$ cat config.mk
export PLATFORM = sky130hd
export DESIGN_NAME = module_frame_decode_pack_extremes
export DESIGN_NICKNAME = d
export VERILOG_FILES = /design/src/rtl/fdpe_pkg.sv /design/src/rtl/fdpe_cell.sv /design/src/rtl/module_frame_decode_pack_extremes.sv
export SDC_FILE = /design/constraint.sdc
export NUM_CORES = 1
export LEC_CHECK = 0
export BUFFER_PORTS_ARGS = -buffer_cell sky130_fd_sc_hd__buf_2
export CAP_MARGIN = 10
export CORE_MARGIN = 2
export CORE_UTILIZATION = 25
export DETAILED_ROUTE_END_ITERATION = 12
export GPL_ROUTABILITY_DRIVEN = 1
export SLEW_MARGIN = 20
export SYNTH_ARGS = -nofsm -noshare
export SYNTH_HDL_FRONTEND = slang
export SYNTH_SLANG_ARGS = --single-unit
$ cat constraint.sdc
create_clock -name clk_i -period 3.3 [get_ports clk_i]
set_input_delay 0.825 -clock clk_i [delete_from_list [all_inputs] [get_ports clk_i]]
set_output_delay 0.825 -clock clk_i [all_outputs]
set_load 0.03 [all_outputs]
$ cat src/rtl/fdpe_pkg.sv
package fdpe_pkg;

  localparam int unsigned ModulesDef = 8;
  localparam int unsigned ModulesMax = 64;
  localparam int unsigned IdW        = 11;
  localparam int unsigned SlotW      = 6;   // width of id[10:5]
  localparam int unsigned IndexW     = 3;
  localparam int unsigned MaskW      = 8;

  localparam logic [3:0]  CodeVolt    = 4'h4;
  localparam logic [3:0]  CodeTemp    = 4'hD;
  localparam logic [7:0]  SeedMinTemp = 8'd100;
  localparam logic [15:0] SeedMinVolt = 16'hFFFF;

  typedef struct packed {
    logic [7:0]  max_temp;
    logic [7:0]  min_temp;
    logic [15:0] max_volt;
    logic [15:0] min_volt;
  } extremes_t;

  typedef struct packed {
    logic              wr_volt;
    logic              wr_temp;
    logic [SlotW-1:0]  slot;
    logic [15:0]       max_volt;
    logic [15:0]       min_volt;
    logic [7:0]        max_temp;
    logic [7:0]        min_temp;
  } table_wr_t;

endpackage

$ cat src/rtl/fdpe_cell.sv
module fdpe_cell #(
  parameter int unsigned Idx = 0
) (
  input  logic                  clk_i,
  input  logic                  rst_ni,
  input  fdpe_pkg::table_wr_t   wr_i,
  input  logic                  present_i,
  input  logic                  tok_i,
  input  fdpe_pkg::extremes_t   acc_i,
  output logic                  tok_o,
  output fdpe_pkg::extremes_t   acc_o
);

  logic [15:0] max_volt_q, min_volt_q;
  logic [7:0]  max_temp_q, min_temp_q;
  logic        sel;
  logic        tok_q;
  fdpe_pkg::extremes_t acc_d, acc_q;

  assign sel = (wr_i.slot == fdpe_pkg::SlotW'(Idx));

  always_ff @(posedge clk_i or negedge rst_ni) begin
    if (!rst_ni) begin
      max_volt_q <= '0;
      min_volt_q <= '0;
      max_temp_q <= '0;
      min_temp_q <= '0;
    end else begin
      if (sel && wr_i.wr_volt) begin
        max_volt_q <= wr_i.max_volt;
        min_volt_q <= wr_i.min_volt;
      end
      if (sel && wr_i.wr_temp) begin
        max_temp_q <= wr_i.max_temp;
        min_temp_q <= wr_i.min_temp;
      end
    end
  end

  // fold this module's entries into the running extremes
  always_comb begin
    acc_d = acc_i;
    if (present_i) begin
      if (max_temp_q > acc_i.max_temp) acc_d.max_temp = max_temp_q;
      if (min_temp_q < acc_i.min_temp) acc_d.min_temp = min_temp_q;
      if (max_volt_q > acc_i.max_volt) acc_d.max_volt = max_volt_q;
      if (min_volt_q < acc_i.min_volt) acc_d.min_volt = min_volt_q;
    end
  end

  always_ff @(posedge clk_i or negedge rst_ni) begin
    if (!rst_ni) begin
      tok_q <= 1'b0;
    end else begin
      tok_q <= tok_i;
    end
  end

  always_ff @(posedge clk_i) begin
    if (tok_i) begin
      acc_q <= acc_d;
    end
  end

  assign tok_o = tok_q;
  assign acc_o = acc_q;

endmodule

$ cat src/rtl/module_frame_decode_pack_extremes.sv
// Battery-module frame decoder. An item is taken when start is high and busy
// is low; the table write happens at that edge, then a token sweeps the row of
// per-module cells, one cell per cycle, folding in the present modules. The
// result shows on the outputs for one cycle with done_o high, once the token
// has left the last cell, and is taken at the edge that ends that cycle; the
// receiver cannot stall it and must take it then. busy drops at that same edge,
// so a new item is taken only after the last one's result is out. present_mask
// is written through the cfg_* channel, which is ready whenever busy is low.
module module_frame_decode_pack_extremes #(
  parameter int unsigned MODULES = fdpe_pkg::ModulesDef
) (
  input  logic        clk_i,
  input  logic        rst_ni,
  input  logic        start,
  output logic        busy,
  input  logic [10:0] frame_id_i,
  input  logic [7:0]  byte_0_i,
  input  logic [7:0]  byte_1_i,
  input  logic [7:0]  byte_2_i,
  input  logic [7:0]  byte_3_i,
  input  logic [7:0]  byte_4_i,
  input  logic [7:0]  byte_5_i,
  output logic        done_o,
  output logic [2:0]  module_index_o,
  output logic        stored_o,
  output logic [7:0]  pack_max_temp_o,
  output logic [7:0]  pack_min_temp_o,
  output logic [15:0] pack_max_volt_o,
  output logic [15:0] pack_min_volt_o,
  input  logic        cfg_valid_i,
  output logic        cfg_ready_o,
  input  logic [7:0]  cfg_data_i
);

  logic                                 busy_q;
  logic                                 launch_q;
  logic [fdpe_pkg::MaskW-1:0]           mask_q;
  logic [fdpe_pkg::IndexW-1:0]          index_q;
  logic                                 stored_q;
  logic                                 accept;
  logic [3:0]                           code;
  logic [fdpe_pkg::SlotW-1:0]           raw_slot, slot;
  fdpe_pkg::table_wr_t                  wr;
  logic                                 tok [MODULES+1];
  fdpe_pkg::extremes_t                  acc [MODULES+1];

  assign accept   = start && !busy_q;
  assign code     = frame_id_i[3:0];
  assign raw_slot = frame_id_i[10:5];
  // one extra bit so that MODULES = 64 never clamps
  assign slot     = ({1'b0, raw_slot} >= (fdpe_pkg::SlotW + 1)'(MODULES)) ? '0 : raw_slot;

  always_comb begin
    wr.wr_volt  = accept && (code == fdpe_pkg::CodeVolt);
    wr.wr_temp  = accept && (code == fdpe_pkg::CodeTemp);
    wr.slot     = slot;
    wr.max_volt = {byte_0_i, byte_1_i};
    wr.min_volt = {byte_2_i, byte_3_i};
    wr.max_temp = byte_4_i;
    wr.min_temp = byte_5_i;
  end

  always_ff @(posedge clk_i or negedge rst_ni) begin
    if (!rst_ni) begin
      busy_q   <= 1'b0;
      launch_q <= 1'b0;
      mask_q   <= '0;
    end else begin
      launch_q <= accept;
      if (accept) begin
        busy_q <= 1'b1;
      end else if (tok[MODULES]) begin
        busy_q <= 1'b0;
      end
      if (cfg_valid_i && cfg_ready_o) begin
        mask_q <= cfg_data_i;
      end
    end
  end

  always_ff @(posedge clk_i) begin
    if (accept) begin
      index_q  <= slot[fdpe_pkg::IndexW-1:0];
      stored_q <= wr.wr_volt || wr.wr_temp;
    end
  end

  assign tok[0]          = launch_q;
  assign acc[0].max_temp = '0;
  assign acc[0].min_temp = fdpe_pkg::SeedMinTemp;
  assign acc[0].max_volt = '0;
  assign acc[0].min_volt = fdpe_pkg::SeedMinVolt;

  for (genvar i = 0; i < MODULES; i++) begin : g_cell
    logic present;
    if (i < fdpe_pkg::MaskW) begin : g_mask
      assign present = mask_q[i];
    end else begin : g_nomask
      assign present = 1'b0;
    end

    fdpe_cell #(
      .Idx(i)
    ) u_cell (
      .clk_i    (clk_i),
      .rst_ni   (rst_ni),
      .wr_i     (wr),
      .present_i(present),
      .tok_i    (tok[i]),
      .acc_i    (acc[i]),
      .tok_o    (tok[i+1]),
      .acc_o    (acc[i+1])
    );
  end

  assign busy            = busy_q;
  assign cfg_ready_o     = !busy_q;
  assign done_o          = tok[MODULES];
  assign module_index_o  = index_q;
  assign stored_o        = stored_q;
  assign pack_max_temp_o = acc[MODULES].max_temp;
  assign pack_min_temp_o = acc[MODULES].min_temp;
  assign pack_max_volt_o = acc[MODULES].max_volt;
  assign pack_min_volt_o = acc[MODULES].min_volt;

endmodule
Yosys cells after proc, flatten, opt, wreduce, memory -nomap -nowiden
Index checks and enable logic that the tools add are counted.
{ "op_classes": {"order_cmp": 33, "n_eq_ne": 9, "mux": 38, "n_reduce_logical": 28} }
{ "op_table": {"columns": ["op", "count"], "rows": [
  ["2-to-1 mux 48 bit", 7],
  ["2-to-1 mux 16 bit", 14],
  ["greater-than comparator 16 bit", 7],
  ["less-than comparator 16 bit", 7],
  ["2-to-1 mux 8 bit", 14],
  ["greater-than comparator 8 bit", 7],
  ["less-than comparator 8 bit", 7],
  ["equality test 6 x 3 -> 1 bit, second input constant", 4],
  ["logical AND 1 bit", 20],
  ["greater-than comparator 16 x 1 -> 1 bit, second input constant", 1],
  ["less-than comparator 16 bit, second input constant", 1],
  ["equality test 6 x 2 -> 1 bit, second input constant", 2],
  ["greater-than comparator 8 x 1 -> 1 bit, second input constant", 1],
  ["less-than comparator 8 x 7 -> 1 bit, second input constant", 1],
  ["AND reduction 2 bit", 4],
  ["equality test 6 x 1 -> 1 bit, second input constant", 1],
  [">= comparator 6 x 4 -> 1 bit, second input constant", 1],
  ["logical NOT 6 bit", 1],
  ["2-to-1 mux 6 bit", 1],
  ["equality test 4 x 3 -> 1 bit, second input constant", 1],
  ["equality test 4 bit, second input constant", 1],
  ["2-to-1 mux 1 bit", 2],
  ["nonzero test 2 bit", 1],
  ["logical NOT 1 bit", 1],
  ["logical OR 1 bit", 1]
]} }
{ "totals": {"reg_bits": 790, "in_bits": 71, "out_inout_bits": 55, "elab_cells": 185} }

Depth between registers and ports, before layout
Gate-level depths: netlist (run 1).
{ "depth": {"ltp_word": 4, "ltp_mapped": 9, "ltp_nobuf": 7} }

Cells and area by module
Synthesis (run 1) repeated with hierarchy kept, for this count alone.
{ "hier_totals": {"cells_unflattened": 2968, "area_unflattened_um2": 40457.6} }
{ "by_module_without_submodules": {"columns": ["module", "instances", "cells_per_inst", "area_per_inst_um2", "seq_area_each_um2"], "rows": [
  ["fdpe_cell at g_cell[1].u_cell ...", 3, 366, 4983.5, 2667.6],
  ["fdpe_cell at g_cell[5].u_cell ...", 2, 366, 4984.8, 2667.6],
  ["fdpe_cell at g_cell[3].u_cell", 1, 367, 4982.3, 2667.6],
  ["fdpe_cell at g_cell[7].u_cell", 1, 366, 4982.3, 2667.6],
  ["fdpe_cell at g_cell[0].u_cell", 1, 366, 4981.0, 2667.6],
  ["module_frame_decode_pack_extremes", 1, 39, 591.8, 370.4]
]} }

Least setup slack after synthesis (run 1)
OpenSTA, ideal clock, no wires.
{ "synth_timing": {"kind": "flip-flop to flip-flop", "from": "reg g_cell[1].u_cell.max_volt_q[14]", "to": "reg g_cell[1].u_cell.acc_q, in the netlist g_cell[1].u_cell.acc_o[22], data pin", "setup_time_ns": 0.260, "t_arrival_ns": 2.291, "required_time_ns": 3.040, "setup_slack_ns": 0.749, "stages_incl_launch_ff": 8, "path_buffers": 1, "period_less_slack_ns": 2.551, "cell_sequence": "dfrtp_1 > ha_1 > nand4_2 > or4_1 > a21o_1 > a31oi_4 > buf_12 > mux2_4"} }
{ "synth_rtl": {"columns": ["item", "line_no", "rtl"], "rows": [
  ["start, declared", "fdpe_cell.sv:14", "logic [15:0] max_volt_q, min_volt_q;"],
  ["start signal, assigned", "fdpe_cell.sv:30", "max_volt_q <= wr_i.max_volt;"],
  ["end signal, assigned", "fdpe_cell.sv:61", "acc_q <= acc_d;"],
  ["end, declared", "fdpe_cell.sv:18", "fdpe_pkg::extremes_t acc_d, acc_q;"]
]} }

==> results of run 1 <==
Yosys cell counts (9+ instances only):
library cell	n
edfxtp_1	388
a21o_1	33
nand2b_1	31
buf_2	13
ha_1	322
inv_1	329
clkbuf_1	30
nor4_1	22
a21oi_1	78
or2_2	11
a32oi_1	16
mux2_1	17
and2_1	31
nand4_1	58
nand2_1	66
buf_4	53
nor2b_1	19
o21ai_0	47
nor3_1	9
buf_1	19
dfrtp_1	402
nor2_1	37
a211o_1	10
mux2_2	668
a211oi_1	20
o21a_1	24
nand3_1	14
mux2_4	30
cell usage in the layout, fill, tap and decap left out, drive strengths merged, types with 4 or more instances in the layout:
master	synthesis	routed
nor2	43	43
a21oi	78	78
a211o	10	10
dfrtp	402	402
clkinv	0	17
ha	322	322
o211ai	7	7
o21ai	52	52
buf	93	198
edfxtp	388	388
nand4	61	61
nand3	15	15
or3	5	5
a21o	33	33
a211oi	20	20
a2111oi	11	11
mux2	715	715
a32oi	16	16
bufinv	0	9
nor3	11	11
o311ai	6	6
a21boi	4	4
nand2b	31	31
clkbuf	30	118
nor2b	19	19
and4	6	6
and2	31	31
inv	329	335
or4	7	7
a31oi	8	8
or2	11	11
nand2	66	66
diode	0	4
o31ai	7	7
nor4	23	23
o21a	24	24
o31a	7	7
path summary, 6_finish.rpt:
check	startpoint	to	slack [ns]	cells past startpoint
worst max-delay path	g_cell[0].u_cell.acc_o[9]$_SDFFCE_PN1P_	g_cell[1].u_cell.acc_o[4]$_DFFE_PP_	0.32	8
worst min-delay path	rst_ni	g_cell[7].u_cell.min_temp_q[0]$_DFFE_PN0P_	0.08	1
worst max register to register	g_cell[0].u_cell.acc_o[9]$_SDFFCE_PN1P_	g_cell[1].u_cell.acc_o[4]$_DFFE_PP_	0.32	8
worst min register to register	g_cell[7].u_cell.tok_o$_DFF_PN0_	busy$_DFFE_PN0P_	0.45	1
max in group asynchronous	rst_ni	g_cell[7].u_cell.min_volt_q[9]$_DFFE_PN0P_	2.21	3
min in group clk_i	cfg_data_i[0]	mask_q[0]$_DFFE_PN0P_	0.38	3
registers in the layout, indices dropped and copies added, names as in the netlist:
signal / count
busy: 1
g_cell.u_cell.acc_o: 384
g_cell.u_cell.max_temp_q: 64
g_cell.u_cell.max_volt_q: 128
g_cell.u_cell.min_temp_q: 64
g_cell.u_cell.min_volt_q: 128
g_cell.u_cell.tok_o: 8
launch_q: 1
mask_q: 8
module_index_o: 3
stored_o: 1
cells by family (layout without fill, tap and decap cells):
family	count (synthesis)	after routing
other	1	5
adders and majority gates	322	322
and+or+nand+nor	335	335
muxes	716	716
AOI/OAI and AO/OA	299	299
buffers and inverters	452	680
DFF	790	790
critical path, cell delays in order, from the launching register on:
cell and delay, ns:
edfxtp_1 0.40, inv_1 0.08, ha_1 0.23, a211o_1 0.26, a21oi_1 0.21, o21ai_0 0.21
a2111oi_4 0.76, buf_6 0.24, mux2_2 0.35
through the flow:
step	hold slack, ns	area, um^2	setup WS (ns)	std cells	utilization
after floorplan	0.4721	39990	0.7490	2915	-
after global placement	0.4319	43130	0.1498	5059	0.2720
after detailed placement	0.4366	43130	0.1266	5059	0.2720
after CTS	0.07350	46000	0.1249	5212	0.2901
after global routing	0.09167	46040	0.1970	5216	0.2903
final	0.07696	46050	0.3157	5219	0.2904
layer usage:
metal / routed length (um) / up-vias / global-route usage
met3: 3660 / 145 / 0.01960
met1: 44460 / 11130 / 0.1576
met5: 16 / - / 0
met2: 37950 / 407 / 0.1655
met4: 2286 / 2 / 0.03031
li1: - / 10970 / -
cell type report:
cell class              instances  area [um^2]
clock buffers                 118         2391
flip-flops and latches        790        21720
fillers                     15940       112500
clock inverters                35        476.7
well taps                    2072         2592
multi-input cells            1673        16310
diodes                          4        10.01
inverters                     329         1235
repair buffers                198         1310
where the power goes:
group	total (mW)	switching (mW)	internal, mW
combinational	5.49	3.01	2.48
clock	9.87	4.07	5.80
sequential	13.5	1.20	12.3
==> metrics.md, run 1 <==
| Metric | Value |
|---|---|
| Status | complete, no violations |
| # setup viols final | 0 |
| Power per Cell Area | 627.2 mW/mm^2 |
| Yosys reg bits | 790 |
| DRT antenna net count | 0 |
| Critical path capture point type | flip-flop |
| Post-Syn Instances | 2915 |
| Synth Area in Simple Gates | 0.04744 |
| Worst vdd ir | 0.0004633 V |
| Crit path DAT | 3.40 ns |
| Synthesized cell area | 0.03999 mm^2 |
| Hold crit path type | in2async |
| # IOs | 126 |
| Largest family of logic cells by synthesized area | multiplexers |
| First-pass GRT wire length | 137600 um |
| H-tree depth | 3 |
| Clock transition at the registers of the reported paths | 0.07 ns |
| Post-Synth XOR/XNOR Area | 0 |
| Async set or reset register ratio after synthesis | 0.5089 |
| CTS Hold Bufs | 0 |
| Complex-gate fraction of the synthesized area | 0.05435 |
| Layout cells sized above 1 | 0.3439 |
| Slew HR | 0.3440 |
| Root Buffer | clkbuf_16 |
| Total track usage | 0.1089 |
| Final Critical Period | 2.984 ns |
| Post-CTS Setup Repair Bufs | 0 |
| Clock Latency Late Sink | 0.67 ns |
| Syn_area_per_cell | 13.72 um^2 |
| First DRT Iteration DRCs | 982 |
| DIE HEIGHT | 403.9 um |
| DP Wirelength | 63580 um |
| Die area | 0.1632 mm^2 |
| Yosys top cell area share | 0.2914 |
| Tcrit/Tclk final | 0.9043 |
| Initial antenna violation count | 19 |
| Vias per cell | 4.340 |
| Distinct cell type count after synthesis | 67 |
| # DRC | 0 |
| Vias | 22650 |
| Grt total ovfl | 0 |
| Initial Util | 0.2522 |
| Area share of fa/ha/maj cells after synthesis | 0.1008 |
| Clock Skew | 0.02082 ns |
| Synth warn | 0 |
| F_max | 335.1 MHz |
| Pre-antenna DRT Iters | 5 |
| Routed Wire Length | 88370 um |
| Die W | 403.9 um |
| I/O Buffers | 124 |
| Core Rows | 146 |
| CTS tree | yes |
| Worst-case clock buffer depth | 3 |
| EDFF count, synth | 388 |
| Hold Violations, Final | 0 |
| DR WL/cell | 16.93 um |
| Max Slew Vio Count | 0 |
| Critical Path RT | 3.71 ns |
| Crit-path max FO | 9 |
| Total CTS buffers | 82 |
| Post-cts sizing count | 0 |
| GPL Wtd Cong | 0.7699 |
| Top FF cell, synth | dfrtp_1 |
| Syn Nets | 3308 |
| Static Leakage | 21.07 nW |
| Largest net degree at the start of global routing | 57 |
| Setup TNS | 0 ns |
| CTS sink cnt | 790 |
| Power Total | 28.88 mW |
| RSZ-0062 raised after global routing | no |
| Cell taking the most area after synthesis | edfxtp_1 |
| Synth top area cells | edfxtp_1 29%, dfrtp_1 25%, mux2_2 19%, ha_1 10%, inv_1 3.1% |
| Final net count | 3467 |
| Sequential share of the synthesized area | 0.5430 |
| Crit path kind | reg2reg |
| Startpoint Class | flip-flop |
| Core area | 0.1586 mm^2 |
| Area Overhead vs Synth | 15.15% |
| Post-synthesis mux area share | 0.2044 |
| Max cap viols | 0 |
| Vias in the first global route | 23250 |
| Tightest Pin Transition | 0.9840 ns |
No activity file was read; power rests on OpenSTA's default activity.
==> inputs of run 2 (changes only) <==
Settings changed: CTS_BUF_LIST from default to sky130_fd_sc_hd__clkbuf_16, SYNTH_HIERARCHICAL from default to 1.
==> run 2 against run 1 <==
  * Flip-flop and latch count is the same
  * Critical path depth shrank 1
  * Synthesized cell count grew 1.8%
  * Hold slack gained 0.020 ns
  * Total power shrank 3.8%
  * Non-clock buffer count shrank 1
  * Clock power shrank 3.4%
  * Sequential share of layout area shrank 1.4 points
  * Area after synthesis grew 1.2%
  * Clock-buffer cell count shrank 34
  * Via count grew 3.5%
  * Critical endpoint is now g_cell[1].u_cell/acc_o[2]$_DFFE_PP_
==> metrics.md, run 2 <==
| Metric | Value |
|---|---|
| Crit-path max FO | 12 (+3) |
| Worst Setup EP | g_cell[1].u_cell/acc_o[2]$_DFFE_PP_ |
| Critical path capture point type | flip-flop |
| Synth warn | 6 (+6) |
| DR WL/cell | 15.67 um (-7.5%) |
| Vias in the first global route | 23980 (+3.1%) |
| # setup viols final | 0 (unchanged) |
| Tcrit/Tclk final | 0.8818 (-0.02257) |
| Cell with the most instances after synthesis | mux2_2 |
| Largest net degree at the start of global routing | 63 (+11%) |
| Yosys reg bits | 790 (unchanged) |
| Grt total ovfl | 0 (unchanged) |
| Worst vdd ir | 0.0003824 V (-17%) |
| Clock Power Share | 0.343 (about the same) |
| # IOs | 126 (unchanged) |
| Sequential share of the synthesized area | 0.5366 (-0.006331) |
| Routed met3 length | 3340 um (-8.7%) |
| Commonest non-fill, non-tap cell in the layout | mux2_2 |
| Worst-case clock buffer depth | 3 (unchanged) |
| Post-Syn Instances | 2968 (+1.8%) |
| Routed Wire Length | 86820 um (-1.8%) |
| Crit path DAT | 3.32 ns (-0.08 ns) |
| Die W | 406.3 um (+0.58%) |
| Status | complete, no violations |
| Hold crit path type | in2async |
| F_max | 343.7 MHz (+2.6%) |
| RSZ-0062 raised after global routing | no |
| CTS sink cnt | 790 (unchanged) |
| Sequential fraction of design power | 0.478 (+0.010) |
| Max Slew Vio Count | 0 (unchanged) |
| Core area | 0.1606 mm^2 (+1.3%) |
| Post-CTS Setup Repair Bufs | 0 (unchanged) |
| Clock Latency Late Sink | 0.66 ns (about the same) |
| Reg2reg end | g_cell[1].u_cell/acc_o[2]$_DFFE_PP_ |
| Setup TNS | 0 ns (unchanged) |
| Slew HR | 0.4055 (+0.06149) |
| Final worst setup slack | 0.3901 ns (+0.07447 ns) |
| Pre-CTS setup slack | 0.1693 ns (+0.04271 ns) |
| Final net count | 3749 (+8.1%) |
| Max layer used | met4 |
| Initial antenna violation count | 14 (-5) |
| Distinct cell type count after synthesis | 41 (-39%) |
| H-tree depth | 3 (unchanged) |
| Placed Area | 0.04469 mm^2 (+3.6%) |
| Slowest cell on crit path | a2111oi_4 |
| CP startpoint | g_cell[0].u_cell/acc_o[1]$_DFFE_PP_ |
| Initial Util | 0.2520 (about the same) |
| Cell taking the most area after synthesis | edfxtp_1 |
| Syn_area_per_cell | 13.63 um^2 (-0.63%) |
| Psw | 7.819 mW (-5.6%) |
| Total CTS buffers | 82 (unchanged) |
| Clock transition at the registers of the reported paths | 0.06 ns (about the same) |
| Post-cts sizing count | 0 (unchanged) |
| R2R Path Start | g_cell[0].u_cell/acc_o[1]$_DFFE_PP_ |
| Core Rows | 147 (+0.68%) |
| Pre-antenna DRT Iters | 5 (unchanged) |
| I/O Buffers | 124 (unchanged) |
| DIE HEIGHT | 406.3 um (+0.58%) |
| Area Overhead vs Synth | 17.24% |
| Static Leakage | 22.13 nW (+5.0%) |
| First-pass GRT wire length | 136800 um (-0.59%) |
| Clock Skew | 0.01970 ns (-0.001120 ns) |
| CTS tree | yes |
| CP max stage delay | 0.54 ns (-0.22 ns) |
| Critical Path RT | 3.71 ns (about the same) |
| Max reg flops | 384 (unchanged) |
| Vias | 23450 (+3.5%) |
| Logic pwr share | 0.180 (-0.010) |
| M1 wire length | 43120 um (-3.0%) |
| Layout cells sized above 1 | 0.3306 (-0.01337) |
| R2R Setup Slk | 0.39 ns (+0.07 ns) |
| GPL Wtd Cong | 0.7788 (+1.2%) |
| # DRC | 0 (unchanged) |
| DP Wirelength | 63210 um (-0.58%) |
| EDFF count, synth | 388 (unchanged) |
| Crit path cell chain | inv_1 -> ha_1 -> a2111o_1 -> a311o_1 -> a2111oi_4 -> buf_4 -> mux2_2 |
| Startpoint Class | flip-flop |
| Most frequent cells in the layout | 768 x mux2_2, 395 x inv_1, 394 x dfrtp_1 |
| Hold Violations, Final | 0 (unchanged) |
| DRT antenna net count | 0 (unchanged) |
| Max cap viols | 0 (unchanged) |
| Async set or reset register ratio after synthesis | 0.5089 (unchanged) |
| Metal2 WL | 37720 um (-0.60%) |
| Top FF cell, synth | dfrtp_1 |
| Worst reg2reg path depth | 7 (-1) |
| First DRT Iteration DRCs | 1031 (+5.0%) |
| Final Critical Period | 2.910 ns (-0.07447 ns) |
| Synthesized cell area | 0.04046 mm^2 (+1.2%) |
| Power per Cell Area | 585.9 mW/mm^2 (-6.6%) |
| Most instantiated cells after synthesis | 768 x mux2_2, 402 x dfrtp_1, 388 x edfxtp_1, 377 x inv_1, 368 x ha_1 |
| Tightest Pin Transition | 0.8918 ns (-0.09223 ns) |
| Net Sw Frac | 0.2813 (-0.005413) |
| Crit path kind | reg2reg |
| CTS Hold Bufs | 0 (unchanged) |
| Synth top area cells | edfxtp_1 29%, dfrtp_1 25%, mux2_2 21%, ha_1 11%, inv_1 3.5% |
| Vias per cell | 4.232 (-2.5%) |
| Internal power | 19.97 mW (-3.0%) |
| Total track usage | 0.1065 (-0.002366) |
| Yosys top cell area share | 0.2880 (-0.003397) |
| Root Buffer | clkbuf_16 |
| Die area | 0.1651 mm^2 (+1.2%) |
| Fin area | 0.04743 mm^2 (+3.0%) |
## run 2: cell types whose count changed in the layout (fill, tap and decap cells not counted), moves of 19 or more
cell,delta
a21oi_1,+35
and2_1,-28
clkbuf_1,-19
conb_1,+119
ha_1,+46
inv_1,+66
mux2_2,+100
mux2_4,-22
nand3_1,+29
o21a_1,-24
## run 2: cells by family (layout without fill, tap and decap cells)
family | count (synthesis) | in the layout | synth area share
muxes | 776 | 776 | 0.2167
other | 2 | 122 | 0.0001856
DFF | 790 | 790 | 0.5366
buffers and inverters | 434 | 727 | 0.04218
AOI/OAI and AO/OA | 282 | 282 | 0.04930
and+or+nand+nor | 316 | 316 | 0.04116
adders and majority gates | 368 | 368 | 0.1138
## run 2: layout make-up
| type | count | area (um^2) |
|---|---|---|
| timing repair buffer | 197 | 1354 |
| fill | 16220 | 113100 |
| antenna | 2 | 5.005 |
| sequential | 790 | 21720 |
| inverter | 377 | 1415 |
| multi-input combinational | 1862 | 17490 |
| tap | 2160 | 2703 |
| clock inverter | 69 | 640.6 |
| clock buffer | 84 | 2102 |
## run 2: metrics by stage
stage               hold WS [ns]  instances  power (mW)    util
finish                   0.09678       5541       27.79  0.2954
CTS                      0.06736       5539       28.26  0.2954
detailed placement        0.4317       5386       18.52  0.2783
global route             0.08857       5539       29.29  0.2954
global placement          0.4300       5386       18.45  0.2783
floorplan                 0.4874       3086       16.66       -
## run 2: power by group through the flow
stage | Clock [mW] | Combinational [mW] | Sequential [mW]
CTS | 9.84 | 5.07 | 13.3
detailed placement | 0 | 4.99 | 13.5
global placement | 0 | 4.94 | 13.5
global route | 10.3 | 5.54 | 13.5
floorplan | 0 | 3.36 | 13.3
finish | 9.53 | 4.99 | 13.3
## run 2: worst max-delay path: cells and delay by family (launching register included)
kind | cells | cell delay, ns
flops | 1 | 0.39
fa+ha+maj | 1 | 0.23
mux | 1 | 0.36
compound gates | 3 | 1.30
buf+inv | 2 | 0.37
## run 2: worst min-delay path by stage
stage	startpoint	end	cells past startpoint
3_3_place_gp	g_cell[7].u_cell/tok_o$_DFF_PN0_	busy$_DFFE_PN0P_	1
2_1_floorplan	g_cell[0].u_cell/min_temp_q[0]$_DFFE_PN0P_	g_cell[0].u_cell/min_temp_q[0]$_DFFE_PN0P_	1
5_1_grt	rst_ni	g_cell[5].u_cell/min_temp_q[4]$_DFFE_PN0P_	1
4_1_cts	rst_ni	g_cell[5].u_cell/min_temp_q[4]$_DFFE_PN0P_	1
6_report	rst_ni	g_cell[5].u_cell/min_temp_q[4]$_DFFE_PN0P_	1
3_5_place_dp	g_cell[7].u_cell/tok_o$_DFF_PN0_	busy$_DFFE_PN0P_	1
## run 2: per-layer routing
metal,vias up,GRT usage
met5,-,0
met2,377,0.1666
li1,11470,-
met3,147,0.01611
met4,0,0.03483
met1,11460,0.1499
==> inputs of run 3 (changes only) <==
Settings changed: CORE_UTILIZATION 25 to 50, PLACE_DENSITY from default to 0.66.
==> run 3 against run 2 <==
  * First-iteration DRC count shrank 2.7%
  * Clock power shrank 2%
  * Via count grew 1.5%
  * Sequential share of layout area grew 1.6 points
  * Cell count shrank 20%
  * Routed wire length shrank 3.4%
  * Critical path depth is the same
  * Cell area shrank 3.3%
  * Critical endpoint is now g_cell[6].u_cell/acc_o[2]$_DFFE_PP_
==> metrics.md, run 3 (synthesis gave the netlist of run 2 again) <==
| Metric | Value |
|---|---|
| Status | complete, no violations |
| H-tree depth | 3 (unchanged) |
| DR WL/cell | 18.90 um (+21%) |
| Routed Wire Length | 83860 um (-3.4%) |
| Hold crit path type | in2async |
| # setup viols final | 0 (unchanged) |
| Worst vdd ir | 0.0004662 V (+22%) |
| Clock Latency Late Sink | 0.64 ns (-0.02 ns) |
| Initial antenna violation count | 11 (-3) |
| Clock Skew | 0.01924 ns (-0.0004619 ns) |
| Layout cells sized above 1 | 0.3259 (-0.004645) |
| Post-cts sizing count | 0 (unchanged) |
| Tightest Pin Transition | 0.9506 ns (+0.05879 ns) |
| RSZ-0062 raised after global routing | no |
| Reg2reg end | g_cell[6].u_cell/acc_o[2]$_DFFE_PP_ |
| Final Critical Period | 2.779 ns (-0.1312 ns) |
| Slew HR | 0.3663 (-0.03919) |
| DP Wirelength | 61530 um (-2.6%) |
| Pre-antenna DRT Iters | 5 (unchanged) |
| Final net count | 3739 (-0.27%) |
| Worst hold margin | 0.1966 ns (+0.09977 ns) |
| Crit-path max FO | 16 (+4) |
| GPL Wtd Cong | 0.8601 (+10%) |
| Setup TNS | 0 ns (unchanged) |
| Final std cells w/o fill | 4437 (-20%) |
| Pre-CTS setup slack | 0.007187 ns (-0.1621 ns) |
| Worst reg2reg path depth | 7 (unchanged) |
| Placed Cells incl. Taps | 4271 (-21%) |
| Final worst setup slack | 0.5213 ns (+0.1312 ns) |
| Hold Violations, Final | 0 (unchanged) |
| # DRC | 0 (unchanged) |
| Initial Util | 0.5039 (+0.2519) |
| Area Overhead vs Synth | 13.38% |
| First-pass GRT wire length | 134900 um (-1.4%) |
| Clock transition at the registers of the reported paths | 0.06 ns (about the same) |
| CTS Hold Bufs | 0 (unchanged) |
| Core Rows | 104 (-29%) |
| Static Leakage | 22.00 nW (-0.59%) |
| Max Slew Vio Count | 0 (unchanged) |
| Startpoint Class | flip-flop |
| DIE HEIGHT | 288.5 um (-29%) |
| Tcrit/Tclk final | 0.8420 (-0.03975) |
| Critical path capture point type | flip-flop |
| DRT antenna net count | 0 (unchanged) |
| Grt total ovfl | 0 (unchanged) |
| Total track usage | 0.2061 (+0.09965) |
| Die area | 0.08321 mm^2 (-50%) |
| Die W | 288.5 um (-29%) |
| # IOs | 126 (unchanged) |
| Total CTS buffers | 87 (+6.1%) |
| Vias in the first global route | 25540 (+6.5%) |
| First DRT Iteration DRCs | 1003 (-2.7%) |
| Largest net degree at the start of global routing | 72 (+14%) |
| Crit path kind | reg2reg |
| Max reg flops | 384 (unchanged) |
| Max cap viols | 0 (unchanged) |
| Crit path DAT | 3.16 ns (-0.16 ns) |
| Most frequent cells in the layout | 768 x mux2_2, 394 x dfrtp_1, 392 x inv_1 |
| Critical Path RT | 3.68 ns (-0.03 ns) |
| Post-CTS Setup Repair Bufs | 0 (unchanged) |
| Power per Cell Area | 600.9 mW/mm^2 (+2.6%) |
| I/O Buffers | 124 (unchanged) |
| Vias per cell | 5.367 (+27%) |
| R2R Path Start | g_cell[5].u_cell/acc_o[1]$_DFFE_PP_ |
| CTS tree | yes |
| Vias | 23810 (+1.5%) |
| Commonest non-fill, non-tap cell in the layout | mux2_2 |
| F_max | 359.9 MHz (+4.7%) |
| R2R Setup Slk | 0.52 ns (+0.13 ns) |
| Root Buffer | clkbuf_16 |
| Worst-case clock buffer depth | 3 (unchanged) |
| CTS sink cnt | 790 (unchanged) |
| Core area | 0.08029 mm^2 (-50%) |
## run 3: area by class of cell
| cell class | count | area, um^2 |
|---|---|---|
| Tap cell | 1060 | 1326 |
| Timing Repair Buffer | 182 | 1154 |
| Multi-Input combinational cell | 1862 | 17480 |
| Clock inverter | 76 | 555.5 |
| Clock buffer | 88 | 2202 |
| Antenna cell | 2 | 5.005 |
| Fill cell | 6325 | 34420 |
| Inverter | 377 | 1415 |
| Sequential cell | 790 | 21730 |
## run 3: layer usage
layer  share of wire  GRT usage  up-vias  wire length [um]
li1                -          -    11460                 -
met4           0.034    0.07267        0              2824
met5               0          0        -                 0
met1            0.43     0.2581    11790             35660
met2            0.50     0.3626      413             42040
met3           0.040    0.03160      159              3334
## run 3: worst max path at each step
stage                     slack (ns)                                 from  cells after the start                                           to
after detailed placement       0.007                       frame_id_i[10]                      8   g_cell[1].u_cell/min_volt_q[1]$_DFFE_PN0P_
after global routing            0.40  g_cell[3].u_cell/acc_o[1]$_DFFE_PP_                      7          g_cell[4].u_cell/acc_o[1]$_DFFE_PP_
after floorplan                 0.35                       frame_id_i[10]                      7   g_cell[2].u_cell/max_temp_q[0]$_DFFE_PN0P_
after global placement          0.07                       frame_id_i[10]                      8  g_cell[1].u_cell/max_volt_q[14]$_DFFE_PN0P_
after CTS                       0.51  g_cell[5].u_cell/acc_o[1]$_DFFE_PP_                      7          g_cell[6].u_cell/acc_o[2]$_DFFE_PP_
final                           0.52  g_cell[5].u_cell/acc_o[1]$_DFFE_PP_                      7          g_cell[6].u_cell/acc_o[2]$_DFFE_PP_
## run 3: critical path: stages, from the launching register on
cell       delay (ns)
edfxtp_1         0.39
inv_1            0.07
ha_1             0.23
a2111o_1         0.38
a311o_1          0.40
a2111oi_4        0.37
buf_4            0.31
mux2_2           0.37
## run 3: stage by stage
| step | power, mW | utilization | cell area (um^2) |
|---|---|---|---|
| 2_1_floorplan | 16.66 | - | 40900 |
| 3_3_place_gp | 18.21 | 0.5368 | 43100 |
| 3_5_place_dp | 18.39 | 0.5368 | 43100 |
| 4_1_cts | 27.89 | 0.5712 | 45860 |
| 5_1_grt | 28.88 | 0.5713 | 45870 |
| 6_report | 27.56 | 0.5713 | 45870 |
## run 3: where the power goes
part	total, mW	internal, mW	leakage, nW	switching [mW]
registers	13.3	12.1	9.24	1.18
logic	4.94	2.35	11.4	2.59
clock network	9.34	5.35	1.41	4.00
total	27.6	19.8	22.0	7.77
